`src/hw/rtl/tmt_pkg.sv`:
```
// Shared types and constants for the TinyMT32 generator.
package tmt_pkg;

	localparam logic [31:0] TOP_MASK   = 32'h7fff_ffff;
	localparam logic [31:0] SEED_MULT  = 32'd1812433253;
	localparam logic [31:0] MAT1_RESET = 32'h8f70_11ee;
	localparam logic [31:0] MAT2_RESET = 32'hfc78_ff1f;
	localparam logic [31:0] TMAT_RESET = 32'h3793_fdff;

	// Period fix pattern, ASCII 'T','I','N','Y'
	localparam logic [31:0] FIX_WORD0 = 32'h0000_0054;
	localparam logic [31:0] FIX_WORD1 = 32'h0000_0049;
	localparam logic [31:0] FIX_WORD2 = 32'h0000_004e;
	localparam logic [31:0] FIX_WORD3 = 32'h0000_0059;

	localparam logic [2:0] MIX_LAST    = 3'd7;
	localparam logic [2:0] WARMUP_LAST = 3'd7;

	typedef enum logic [1:0] {
		CMD_SEED = 2'd0,
		CMD_STEP = 2'd1,
		CMD_GEN  = 2'd2,
		CMD_NOP  = 2'd3
	} cmd_t;

	typedef enum logic [1:0] {
		REG_MAT1 = 2'd0,
		REG_MAT2 = 2'd1,
		REG_TMAT = 2'd2,
		REG_NONE = 2'd3
	} reg_idx_t;

	typedef struct packed {
		logic [1:0]  command;
		logic [31:0] seed_value;
	} req_t;

	typedef struct packed {
		logic [31:0] random_word;
		logic [31:0] state_word0;
		logic [31:0] state_word1;
		logic [31:0] state_word2;
		logic [31:0] state_word3;
	} rsp_t;

	typedef struct packed {
		logic [1:0]  reg_index;
		logic [31:0] wdata;
	} cfg_t;

	typedef struct packed {
		logic [31:0] w0;
		logic [31:0] w1;
		logic [31:0] w2;
		logic [31:0] w3;
	} state_t;

	typedef struct packed {
		logic [31:0] mat1;
		logic [31:0] mat2;
		logic [31:0] tmat;
	} mask_t;

endpackage

```
`src/hw/rtl/tmt_stream_if.sv`:
```
// Valid/ready channel carrying one payload struct per transaction.
interface tmt_stream_if #(
	parameter type payload_t = logic
) (
	input logic clk
);
	logic     valid;
	logic     ready;
	payload_t data;

	modport source (output valid, output data, input ready);
	modport sink   (input valid, input data, output ready);
endinterface

```
`src/hw/rtl/tmt_advance_unit.sv`:
```
// One TinyMT32 state transition plus tempering of the new state.
module tmt_advance_unit (
	input  tmt_pkg::state_t cur,
	input  tmt_pkg::mask_t  masks,
	output tmt_pkg::state_t nxt,
	output logic [31:0]     word
);
	logic [31:0] x;
	logic [31:0] y;
	logic [31:0] t1;

	always_comb begin
		x = (cur.w0 & tmt_pkg::TOP_MASK) ^ cur.w1 ^ cur.w2;
		x = x ^ (x << 1);
		y = cur.w3 ^ (cur.w3 >> 1) ^ x;
		nxt.w0 = cur.w1;
		nxt.w1 = cur.w2 ^ (y[0] ? masks.mat1 : 32'd0);
		nxt.w2 = x ^ (y << 10) ^ (y[0] ? masks.mat2 : 32'd0);
		nxt.w3 = y;
		t1 = nxt.w0 + (nxt.w2 >> 8);
		word = nxt.w3 ^ t1 ^ (t1[0] ? masks.tmat : 32'd0);
	end
endmodule

```
`src/hw/rtl/tinymt32_generator_unit.sv`:
```
// Top level of the TinyMT32 generator: sequencer, state, config and output register.
//
// Channels: req carries a command and a seed, rsp returns one result per
// transaction (tempered word, zero unless generate, and the four state words
// after the command), cfg writes mat1, mat2 and tmat by index; cfg is always
// ready and writes to index three are dropped.
// Step and generate run one pass through the shared advance unit: the advance
// state registers the result and returns to idle, or waits in the done state
// while the output register is full. The no-op command goes to the done state.
// Seed runs seven mix rounds on the shared 32x32 multiplier (multiply, then
// add/xor and word rotate), then the period fix, and eight passes through the
// advance unit.
// req is ready only while the sequencer is idle; a new item is taken while a
// finished result still waits in the output register. If the receiver stalls
// and the register is still full when the next result is done, the sequencer
// holds that result until rsp drains.
// Reset clears the state words to zero, loads the standard mask values and
// empties the output register. Unseeded use advances the all-zero state.
module tinymt32_generator_unit (
	input  logic          clk,
	input  logic          arst_n,
	tmt_stream_if.sink    req,
	tmt_stream_if.source  rsp,
	tmt_stream_if.sink    cfg
);

	typedef enum logic [2:0] {
		S_IDLE,
		S_MUL,
		S_ADD,
		S_FIX,
		S_ADV,
		S_DONE
	} seq_t;

	seq_t             st_q;
	tmt_pkg::state_t  gs_q;
	tmt_pkg::mask_t   masks_q;
	tmt_pkg::state_t  adv_nxt;
	tmt_pkg::state_t  fix_st;
	tmt_pkg::req_t    req_d;
	tmt_pkg::cfg_t    cfg_d;
	tmt_pkg::rsp_t    rsp_q;
	logic [31:0]      adv_word;
	logic [31:0]      mix_src;
	logic [31:0]      mul_q;
	logic [31:0]      word_q;
	logic [2:0]       cnt_q;
	logic             gen_q;
	logic             rsp_valid_q;
	logic             out_free;
	logic             rsp_load;
	logic             fix_zero;

	assign req_d     = req.data;
	assign cfg_d     = cfg.data;
	assign req.ready = (st_q == S_IDLE);
	assign cfg.ready = 1'b1;
	assign rsp.valid = rsp_valid_q;
	assign rsp.data  = rsp_q;
	assign out_free  = !rsp_valid_q || rsp.ready;
	assign rsp_load  = out_free && (((st_q == S_ADV) && (cnt_q == 3'd0)) || (st_q == S_DONE));
	assign mix_src   = gs_q.w0 ^ (gs_q.w0 >> 30);

	tmt_advance_unit u_adv (
		.cur   (gs_q),
		.masks (masks_q),
		.nxt   (adv_nxt),
		.word  (adv_word)
	);

	// After seven rotations the original word order sits one place over.
	always_comb begin
		fix_zero = (gs_q.w1[30:0] == 31'd0) && (gs_q.w2 == 32'd0) &&
			(gs_q.w3 == 32'd0) && (gs_q.w0 == 32'd0);
		if (fix_zero) begin
			fix_st.w0 = tmt_pkg::FIX_WORD0;
			fix_st.w1 = tmt_pkg::FIX_WORD1;
			fix_st.w2 = tmt_pkg::FIX_WORD2;
			fix_st.w3 = tmt_pkg::FIX_WORD3;
		end else begin
			fix_st.w0 = gs_q.w1;
			fix_st.w1 = gs_q.w2;
			fix_st.w2 = gs_q.w3;
			fix_st.w3 = gs_q.w0;
		end
	end

	always_ff @(posedge clk or negedge arst_n) begin
		if (!arst_n) begin
			st_q        <= S_IDLE;
			gs_q        <= '0;
			masks_q     <= '{mat1: tmt_pkg::MAT1_RESET, mat2: tmt_pkg::MAT2_RESET,
				tmat: tmt_pkg::TMAT_RESET};
			mul_q       <= '0;
			word_q      <= '0;
			cnt_q       <= '0;
			gen_q       <= 1'b0;
			rsp_valid_q <= 1'b0;
			rsp_q       <= '0;
		end else begin
			if (cfg.valid) begin
				unique case (tmt_pkg::reg_idx_t'(cfg_d.reg_index))
					tmt_pkg::REG_MAT1: masks_q.mat1 <= cfg_d.wdata;
					tmt_pkg::REG_MAT2: masks_q.mat2 <= cfg_d.wdata;
					tmt_pkg::REG_TMAT: masks_q.tmat <= cfg_d.wdata;
					default: ;
				endcase
			end

			rsp_valid_q <= rsp_load || (rsp_valid_q && !rsp.ready);

			unique case (st_q)
				S_IDLE: begin
					if (req.valid) begin
						gen_q  <= (tmt_pkg::cmd_t'(req_d.command) == tmt_pkg::CMD_GEN);
						word_q <= '0;
						unique case (tmt_pkg::cmd_t'(req_d.command))
							tmt_pkg::CMD_SEED: begin
								gs_q  <= '{w0: req_d.seed_value, w1: masks_q.mat1,
									w2: masks_q.mat2, w3: masks_q.tmat};
								cnt_q <= 3'd1;
								st_q  <= S_MUL;
							end
							tmt_pkg::CMD_STEP: begin
								cnt_q <= '0;
								st_q  <= S_ADV;
							end
							tmt_pkg::CMD_GEN: begin
								cnt_q <= '0;
								st_q  <= S_ADV;
							end
							tmt_pkg::CMD_NOP: begin
								st_q <= S_DONE;
							end
							default: st_q <= S_DONE;
						endcase
					end
				end
				S_MUL: begin
					mul_q <= tmt_pkg::SEED_MULT * mix_src;
					st_q  <= S_ADD;
				end
				S_ADD: begin
					// Target word moves to the front and becomes the next round's source.
					gs_q.w0 <= gs_q.w1 ^ ({29'd0, cnt_q} + mul_q);
					gs_q.w1 <= gs_q.w2;
					gs_q.w2 <= gs_q.w3;
					gs_q.w3 <= gs_q.w0;
					if (cnt_q == tmt_pkg::MIX_LAST) begin
						st_q <= S_FIX;
					end else begin
						cnt_q <= cnt_q + 3'd1;
						st_q  <= S_MUL;
					end
				end
				S_FIX: begin
					gs_q  <= fix_st;
					cnt_q <= tmt_pkg::WARMUP_LAST;
					st_q  <= S_ADV;
				end
				S_ADV: begin
					gs_q <= adv_nxt;
					if (cnt_q != 3'd0) begin
						cnt_q <= cnt_q - 3'd1;
					end else begin
						word_q <= gen_q ? adv_word : 32'd0;
						if (out_free) begin
							rsp_q <= '{random_word: gen_q ? adv_word : 32'd0,
								state_word0: adv_nxt.w0, state_word1: adv_nxt.w1,
								state_word2: adv_nxt.w2, state_word3: adv_nxt.w3};
							st_q <= S_IDLE;
						end else begin
							st_q <= S_DONE;
						end
					end
				end
				S_DONE: begin
					if (out_free) begin
						rsp_q <= '{random_word: word_q, state_word0: gs_q.w0,
							state_word1: gs_q.w1, state_word2: gs_q.w2,
							state_word3: gs_q.w3};
						st_q <= S_IDLE;
					end
				end
				default: st_q <= S_IDLE;
			endcase
		end
	end

	// Sequencer leaves idle on every accepted command.
	a_busy_after_accept: assert property (@(posedge clk) disable iff (!arst_n)
		req.valid && req.ready |=> !req.ready)
		else $error("req still ready after accepting a command");

	// Mix round counter runs from one to seven.
	a_mix_round_range: assert property (@(posedge clk) disable iff (!arst_n)
		(st_q == S_ADD) |-> (cnt_q != 3'd0))
		else $error("mix round counter out of range");

	// Period fix leaves a nonzero state and starts the full warm-up.
	a_fix_nonzero: assert property (@(posedge clk) disable iff (!arst_n)
		(st_q == S_FIX) |=> (st_q == S_ADV) && (cnt_q == tmt_pkg::WARMUP_LAST) &&
			!((gs_q.w0[30:0] == 31'd0) && (gs_q.w1 == 32'd0) &&
			(gs_q.w2 == 32'd0) && (gs_q.w3 == 32'd0)))
		else $error("period fix left an all-zero state");

endmodule

```
`src/flat_wrapper.sv`:
```
// flat-port wrapper written by rule: the top's interface ports become plain ports
module tinymt32_generator_unit_flat 
  (clk, arst_n, req_valid, req_data, req_ready, rsp_valid, rsp_data, rsp_ready, cfg_valid, cfg_data, cfg_ready);
  tmt_stream_if #(.payload_t(tmt_pkg::req_t)) req_i (.clk(clk));
  tmt_stream_if #(.payload_t(tmt_pkg::rsp_t)) rsp_i (.clk(clk));
  tmt_stream_if #(.payload_t(tmt_pkg::cfg_t)) cfg_i (.clk(clk));
  input  logic clk;
  input  logic arst_n;
  input wire logic [$bits(req_i.valid)-1:0] req_valid;
  input wire logic [$bits(req_i.data)-1:0] req_data;
  output wire logic [$bits(req_i.ready)-1:0] req_ready;
  output wire logic [$bits(rsp_i.valid)-1:0] rsp_valid;
  output wire logic [$bits(rsp_i.data)-1:0] rsp_data;
  input wire logic [$bits(rsp_i.ready)-1:0] rsp_ready;
  input wire logic [$bits(cfg_i.valid)-1:0] cfg_valid;
  input wire logic [$bits(cfg_i.data)-1:0] cfg_data;
  output wire logic [$bits(cfg_i.ready)-1:0] cfg_ready;
  assign req_i.valid = req_valid;
  assign req_i.data = req_data;
  assign req_ready = req_i.ready;
  assign rsp_valid = rsp_i.valid;
  assign rsp_data = rsp_i.data;
  assign rsp_i.ready = rsp_ready;
  assign cfg_i.valid = cfg_valid;
  assign cfg_i.data = cfg_data;
  assign cfg_ready = cfg_i.ready;
  tinymt32_generator_unit u_core (.clk(clk), .arst_n(arst_n), .req(req_i), .rsp(rsp_i), .cfg(cfg_i));
endmodule
```
`config.mk`:
```
export PLATFORM = sky130hd
export DESIGN_NAME = tinymt32_generator_unit_flat
export DESIGN_NICKNAME = d
export VERILOG_FILES = /design/src/hw/rtl/tmt_pkg.sv /design/src/hw/rtl/tmt_stream_if.sv /design/src/hw/rtl/tmt_advance_unit.sv /design/src/hw/rtl/tinymt32_generator_unit.sv /design/src/flat_wrapper.sv
export SDC_FILE = /design/constraint.sdc
export NUM_CORES = 2
export LEC_CHECK = 0
export BUFFER_PORTS_ARGS = -buffer_cell sky130_fd_sc_hd__buf_2
export CAP_MARGIN = 20
export CORE_UTILIZATION = 42
export CTS_CLUSTER_DIAMETER = 150
export DETAILED_ROUTE_END_ITERATION = 10
export SLEW_MARGIN = 10
export SYNTH_ARGS = -nofsm -noshare
export SYNTH_HDL_FRONTEND = slang
export SYNTH_HIERARCHICAL = 1
export SYNTH_SLANG_ARGS = --single-unit
export TNS_END_PERCENT = 10
```
`constraint.sdc`:
```
create_clock -name clk -period 8.4 [get_ports clk]
set_clock_uncertainty 0.15 [all_clocks]
set_input_delay 1.68 -clock clk [delete_from_list [all_inputs] [get_ports clk]]
set_output_delay 1.68 -clock clk [all_outputs]
set_load 0.03 [all_outputs]
```
Yosys cells after proc, flatten, opt, wreduce, memory -nomap -nowiden
Index checks and enable logic that the tools add are counted.
{"block": "word_totals", "reg_bits": 456, "in_bits": 73, "output_inout_bits": 163, "elab_cells": 114}
{"block": "classes", "n_addsub": 4, "n_mul": 1, "n_eq_ne": 19, "mux": 27, "bitwise": 12, "n_reduce_logical": 33}
{"op": "$pmux W128 S4", "count": 1}
{"op": "$mux W160", "count": 3}
{"op": "$mux W128", "count": 3}
{"op": "$pmux W160 S2", "count": 1}
{"op": "$xor A32 B32 Y32", "count": 9}
{"op": "$mux W32", "count": 6}
{"op": "$logic_not A32 Y1", "count": 3}
{"op": "$pmux W32 S2", "count": 1}
{"op": "$add A3 B32 Y32", "count": 1}
{"op": "$add A32 B24 Y32", "count": 1}
{"op": "$mul A31 B32 Y32 const A", "count": 1}
{"op": "$xor A31 B32 Y32", "count": 1}
{"op": "$xor A32 B2 Y32", "count": 1}
{"op": "$xor A32 B31 Y32", "count": 1}
{"op": "$logic_not A31 Y1", "count": 1}
{"op": "$mux W3", "count": 7}
{"op": "$pmux W3 S6", "count": 1}
{"op": "$pmux W3 S4", "count": 1}
{"op": "$eq A3 B3 Y1 const B", "count": 3}
{"op": "$pmux W3 S3", "count": 1}
{"op": "$reduce_and A3 Y1", "count": 3}
{"op": "$ne A2 B2 Y1 const B", "count": 4}
{"op": "$reduce_and A2 Y1", "count": 4}
{"op": "$eq A2 B2 Y1 const B", "count": 3}
{"op": "other kinds (20)", "count": 35}

Longest topological paths before layout
{"block": "logic_depth", "word_depth": 13, "mapped_depth": 28, "mapped_depth_nobuf": 27}

Modules after synthesis
Netlist, hierarchy kept.
{"mod": "tinymt32_generator_unit", "instances": 1, "cells_each": 3109, "area_per_inst_um2": 29871.1, "seq_area_each_um2": 11489.8}
{"mod": "tmt_advance_unit", "instances": 1, "cells_each": 653, "area_per_inst_um2": 5217.5, "seq_area_each_um2": 0.0}

Worst setup path after synthesis
OpenSTA, ideal clock, no wires.
{"block": "synth_timing", "path_kind": "reg-to-reg", "start": "reg u_core/gs_q[108] (netlist bit)", "end": "reg u_core.mul_q[31]", "setup_ns": 0.092, "t_arrival_ns": 6.359, "t_required_ns": 8.158, "slack_ns": 1.799, "path_stages_with_launch": 23, "path_buffers": 0, "synth_period_minus_slack_ns": 6.601, "path_cell_list": "dfrtp_1 inv_1 ha_1 ha_1 fa_1 inv_1 fa_1 inv_1 fa_1 fa_1 fa_1 inv_1 fa_1 inv_1 ha_1 a21o_1 a21o_1 a21o_1 a22o_1 o41a_1 o311ai_2 a21oi_1 o31ai_2"}
{"block": "synth_via", "elab_chain_len": 2}
{"element": "start: declaration", "line": "tinymt32_generator_unit.sv:37", "text": "tmt_pkg::state_t gs_q;"}
{"element": "start signal: assignment", "line": "tinymt32_generator_unit.sv:120", "text": "gs_q <= '{w0: req_d.seed_value, w1: masks_q.mat1,"}
{"element": "start signal: assignment", "line": "tinymt32_generator_unit.sv:158", "text": "gs_q <= fix_st;"}
{"element": "start signal: assignment", "line": "tinymt32_generator_unit.sv:163", "text": "gs_q <= adv_nxt;"}
{"element": "$xor A32 B2 Y32", "line": "tinymt32_generator_unit.sv:63", "text": "assign mix_src = gs_q.w0 ^ (gs_q.w0 >> 30);"}
{"element": "$mul A31 B32 Y32", "line": "tinymt32_generator_unit.sv:141", "text": "mul_q <= tmt_pkg::SEED_MULT * mix_src;"}
{"element": "end signal: assignment", "line": "tinymt32_generator_unit.sv:141"}
{"element": "end: declaration", "line": "tinymt32_generator_unit.sv:46", "text": "logic [31:0] mul_q;"}
Every way passes these cells.
A chain may end at the register's enable or synchronous reset.

Worst setup path after layout
{"block": "layout_timing", "start": "reg u_core/gs_q[108] (netlist bit)", "end": "reg u_core.mul_q[26]"}
Same word-level chain as after synthesis.

==> impl_metrics.csv <==
group,metric,value,unit
run_status,status,"complete, no violations",
finish,final_nets,4355,
floorplan,die_x,291,µm
clock_network,insertion_delay,610,ps
floorplan,die_h,291,µm
critical_path,reg2reg_to,"u_core/mul_q[26]",
worst_hold_path,hold_class,"reg -> reg",
floorplan,dieArea,0.0847,mm²
routing,vias,28100,
synthesis,synth_seq_cells,456,
sta,slew_viol_final,0,
sta,period_share,87.2,%
clock_network,cts_resized,0,
global_route,grt_overflow_total,0,
critical_path,cp_slowest_cell,"a2111oi_0",
synthesis,async_reset_ff_share,100,%
critical_path,timing.critical_path.to,"u_core/mul_q[26]",
critical_path,critPathMaxStageDelay,960,ps
global_route,top_usage_layer,"met2",
global_route,first_global_vias,27600,
global_route,grt_antenna_before_repair,5,
clock_network,clockRootBuffer,"clkbuf_16",
finish,final_area,0.0390,mm²
critical_path,critPathKind,"reg -> reg",
clock_network,cts_tree,"built",
synthesis,synth_common_cells,"596 x nand2_1, 402 x o21ai_0, 393 x dfrtp_1",
synthesis,ys_seq_area_share,32.7,%
synthesis,syn_area_per_cell,9.33,µm²
synthesis,synth-main-ff-cell,"dfrtp_1",
floorplan,core_area,0.0824,mm²
finish,layout.filler_cells,7869,
floorplan,ios,236,
clock_network,cts_setup_buffers,0,
sta,timing.hold.ws,321,ps
placed_design,placed_cell_area,0.0371,mm²
critical_path,reg2reg_depth,21,
global_route,grt_pass1_wl,181,mm
synthesis,yosys.area.top_type,"dfrtp_1",
critical_path,cp-start-kind,"flop",
synthesis,synth_most_common_cell,"nand2_1",
global_route,grtUsageTotal,28.2,%
critical_path,regToRegSetupSlack,1070,ps
sta,setup_tns,0,ps
finish,multiInputGateArea,0.0217,mm²
placed_design,io_buffers,234,
global_route,grt_use_met3,3.50,%
synthesis,syn_area,0.0351,mm²
placed_design,finalWeightedCongestion,0.938,
sta,fmax,136,MHz
routing,dr.pass1.iters,6,
routing,drt_wl_total,120,mm
global_route,use_met2,44.3,%
placed_design,hpwl,87.2,mm
clock_network,cts.sinks,456,
routing,drt-wirelength-per-cell,24.1,µm
floorplan,num_rows,105,
sta,period_minus_slack,7330,ps
global_route,grt_max_degree,216,
critical_path,path_max_fanout,15,
finish,drive_above_1_share,15.6,%
clock_network,ctsLongestPathBuffers,3,
synthesis,syn_inst,3762,
global_route,use_met1,39.6,%
routing,drc,0,
routing,drt_iter0_drc,2730,
clock_network,clkTransAtPathRegs,60,ps
critical_path,path_cells,"ha_1 -> ha_1 -> fa_1 -> inv_1 -> fa_1 -> inv_1 -> fa_1 -> inv_1 -> fa_1 -> inv_1 -> fa_1 -> inv_1 -> fa_1 -> inv_1 -> ha_1 -> a2111oi_0 -> o21ai_0 -> a21oi_1 -> o21ai_0 -> xnor2_1 -> o21ai_0",
synthesis,yosysTopAreaCellShare,28.0,%
run,drv_cap,0,
synthesis,synth_edf_count,0,
sta,hold_viol,0,
clock_network,cts_buffers,52,
clock_network,cts_hold_buf,0,
synthesis,synth_cell_type_count,74,
sta,tightest_slew,1090,ps
critical_path,worstSetupEndpointType,"flop",
critical_path,startpoint,"u_core/gs_q[108]",
floorplan,start_util,42.6,%
clock_network,htree_levels,2,
sta,slew_headroom,25.5,%
finish,area_growth_syn_to_layout,11.2,%
routing,antenna_left,0,
synthesis,yosys_warnings,6,
sta,rsz0062_at_grt,"no",
routing,vias_per_cell,5.63,
finish,seq_area,0.0115,mm²
critical_path,cp.arrival,7630,ps
critical_path,cp.required,8700,ps
synthesis,syn-num-nets,4241,
critical_path,worstReg2RegStart,"u_core/gs_q[108]",
sta,setup_violations,0,
synthesis,netlist_top_cells_area,"dfrtp_1 28%, ha_1 9.2%, fa_1 8.5%",
stage by stage:
step / setup slack, ps / utilization [%] / instances
2_1_floorplan: 1800 / - / 3762
3_3_place_gp: 1070 / 45.1 / 4890
3_5_place_dp: 1120 / 45.1 / 4890
4_1_cts: 1060 / 47.3 / 4986
5_1_grt: 857 / 47.4 / 4989
6_report: 1070 / 47.4 / 4989
area by class of cell:
type / instances / area share, %
multi-input combinational: 2813 / 55.6
sequential: 456 / 29.5
timing repair buffer: 285 / 4.16
clock buffer: 69 / 3.68
tap: 1070 / 3.43
inverter: 268 / 2.59
clock inverter: 27 / 1.11
antenna: 1 / 0.00641
kinds of logic after synthesis:
family | after synthesis | synth area share, %
simple gates | 946 | 11.1
xor+xnor | 441 | 12.1
flops | 456 | 32.7
other cells | 1 | 0.0107
compound gates | 793 | 13.8
mux | 226 | 6.80
buf+inv | 493 | 5.67
fa+ha+maj | 406 | 17.7
metal layers:
layer  vias to the layer above  share of wire [%]
met2                      1138                 46
met3                       238                6.4
met4                         4                3.9
met5                         -              0.027
met1                     13800                 44
li1                      12900                  -
worst max-delay path: cells and delay by family (launching register included):
kind,cells,cell delay [ps]
compound gates,5,1810
xor+xnor,1,140
fa+ha+maj,9,3900
buf+inv,6,300
flops,1,860
sequential cells by signal, indices dropped and copies added (netlist names), 3 cells and up:
name             count
u_core/gs_q        128
u_core/mul_q        32
u_core/cnt_q         3
u_core/masks_q      96
u_core/rsp.data    160
u_core/word_q       32
u_core/st_q          3
cells in the final DEF, fill, tap and decap left out, types with 13 or more instances in the layout:
master / n
o21ai_0: 402
buf_2: 234
a221o_1: 13
clkbuf_16: 53
dfstp_2: 63
nand4_1: 16
mux2i_1: 128
nand2_1: 593
a21oi_1: 112
nand3_1: 28
nor3_1: 21
inv_1: 267
o2bb2ai_1: 62
xnor2_1: 274
nor4_1: 28
mux2_2: 98
fa_1: 149
xnor2_2: 44
dfrtp_1: 392
o31ai_1: 60
buf_4: 45
ha_1: 256
xor2_1: 113
and3_1: 15
a21o_1: 27
nor2_1: 195
how the worst min path moves through the flow:
| stage | start | to | slack (ps) | cells past startpoint |
|---|---|---|---|---|
| after detailed placement | u_core/rsp.data[45] | u_core/rsp.data[45] | 320 | 2 |
| after global placement | u_core/rsp.data[145] | u_core/rsp.data[145] | 310 | 2 |
| final | u_core/rsp.data[138] | u_core/rsp.data[138] | 320 | 2 |
| after floorplan | u_core/word_q[0] | u_core/word_q[0] | 300 | 2 |
| after global routing | u_core/rsp.data[0] | u_core/rsp.data[0] | 340 | 2 |
| after CTS | u_core/rsp.data[45] | u_core/rsp.data[45] | 330 | 2 |
Power is not shown: default switching activity piles up to over one toggle a cycle in this logic, so the estimate is an artifact.
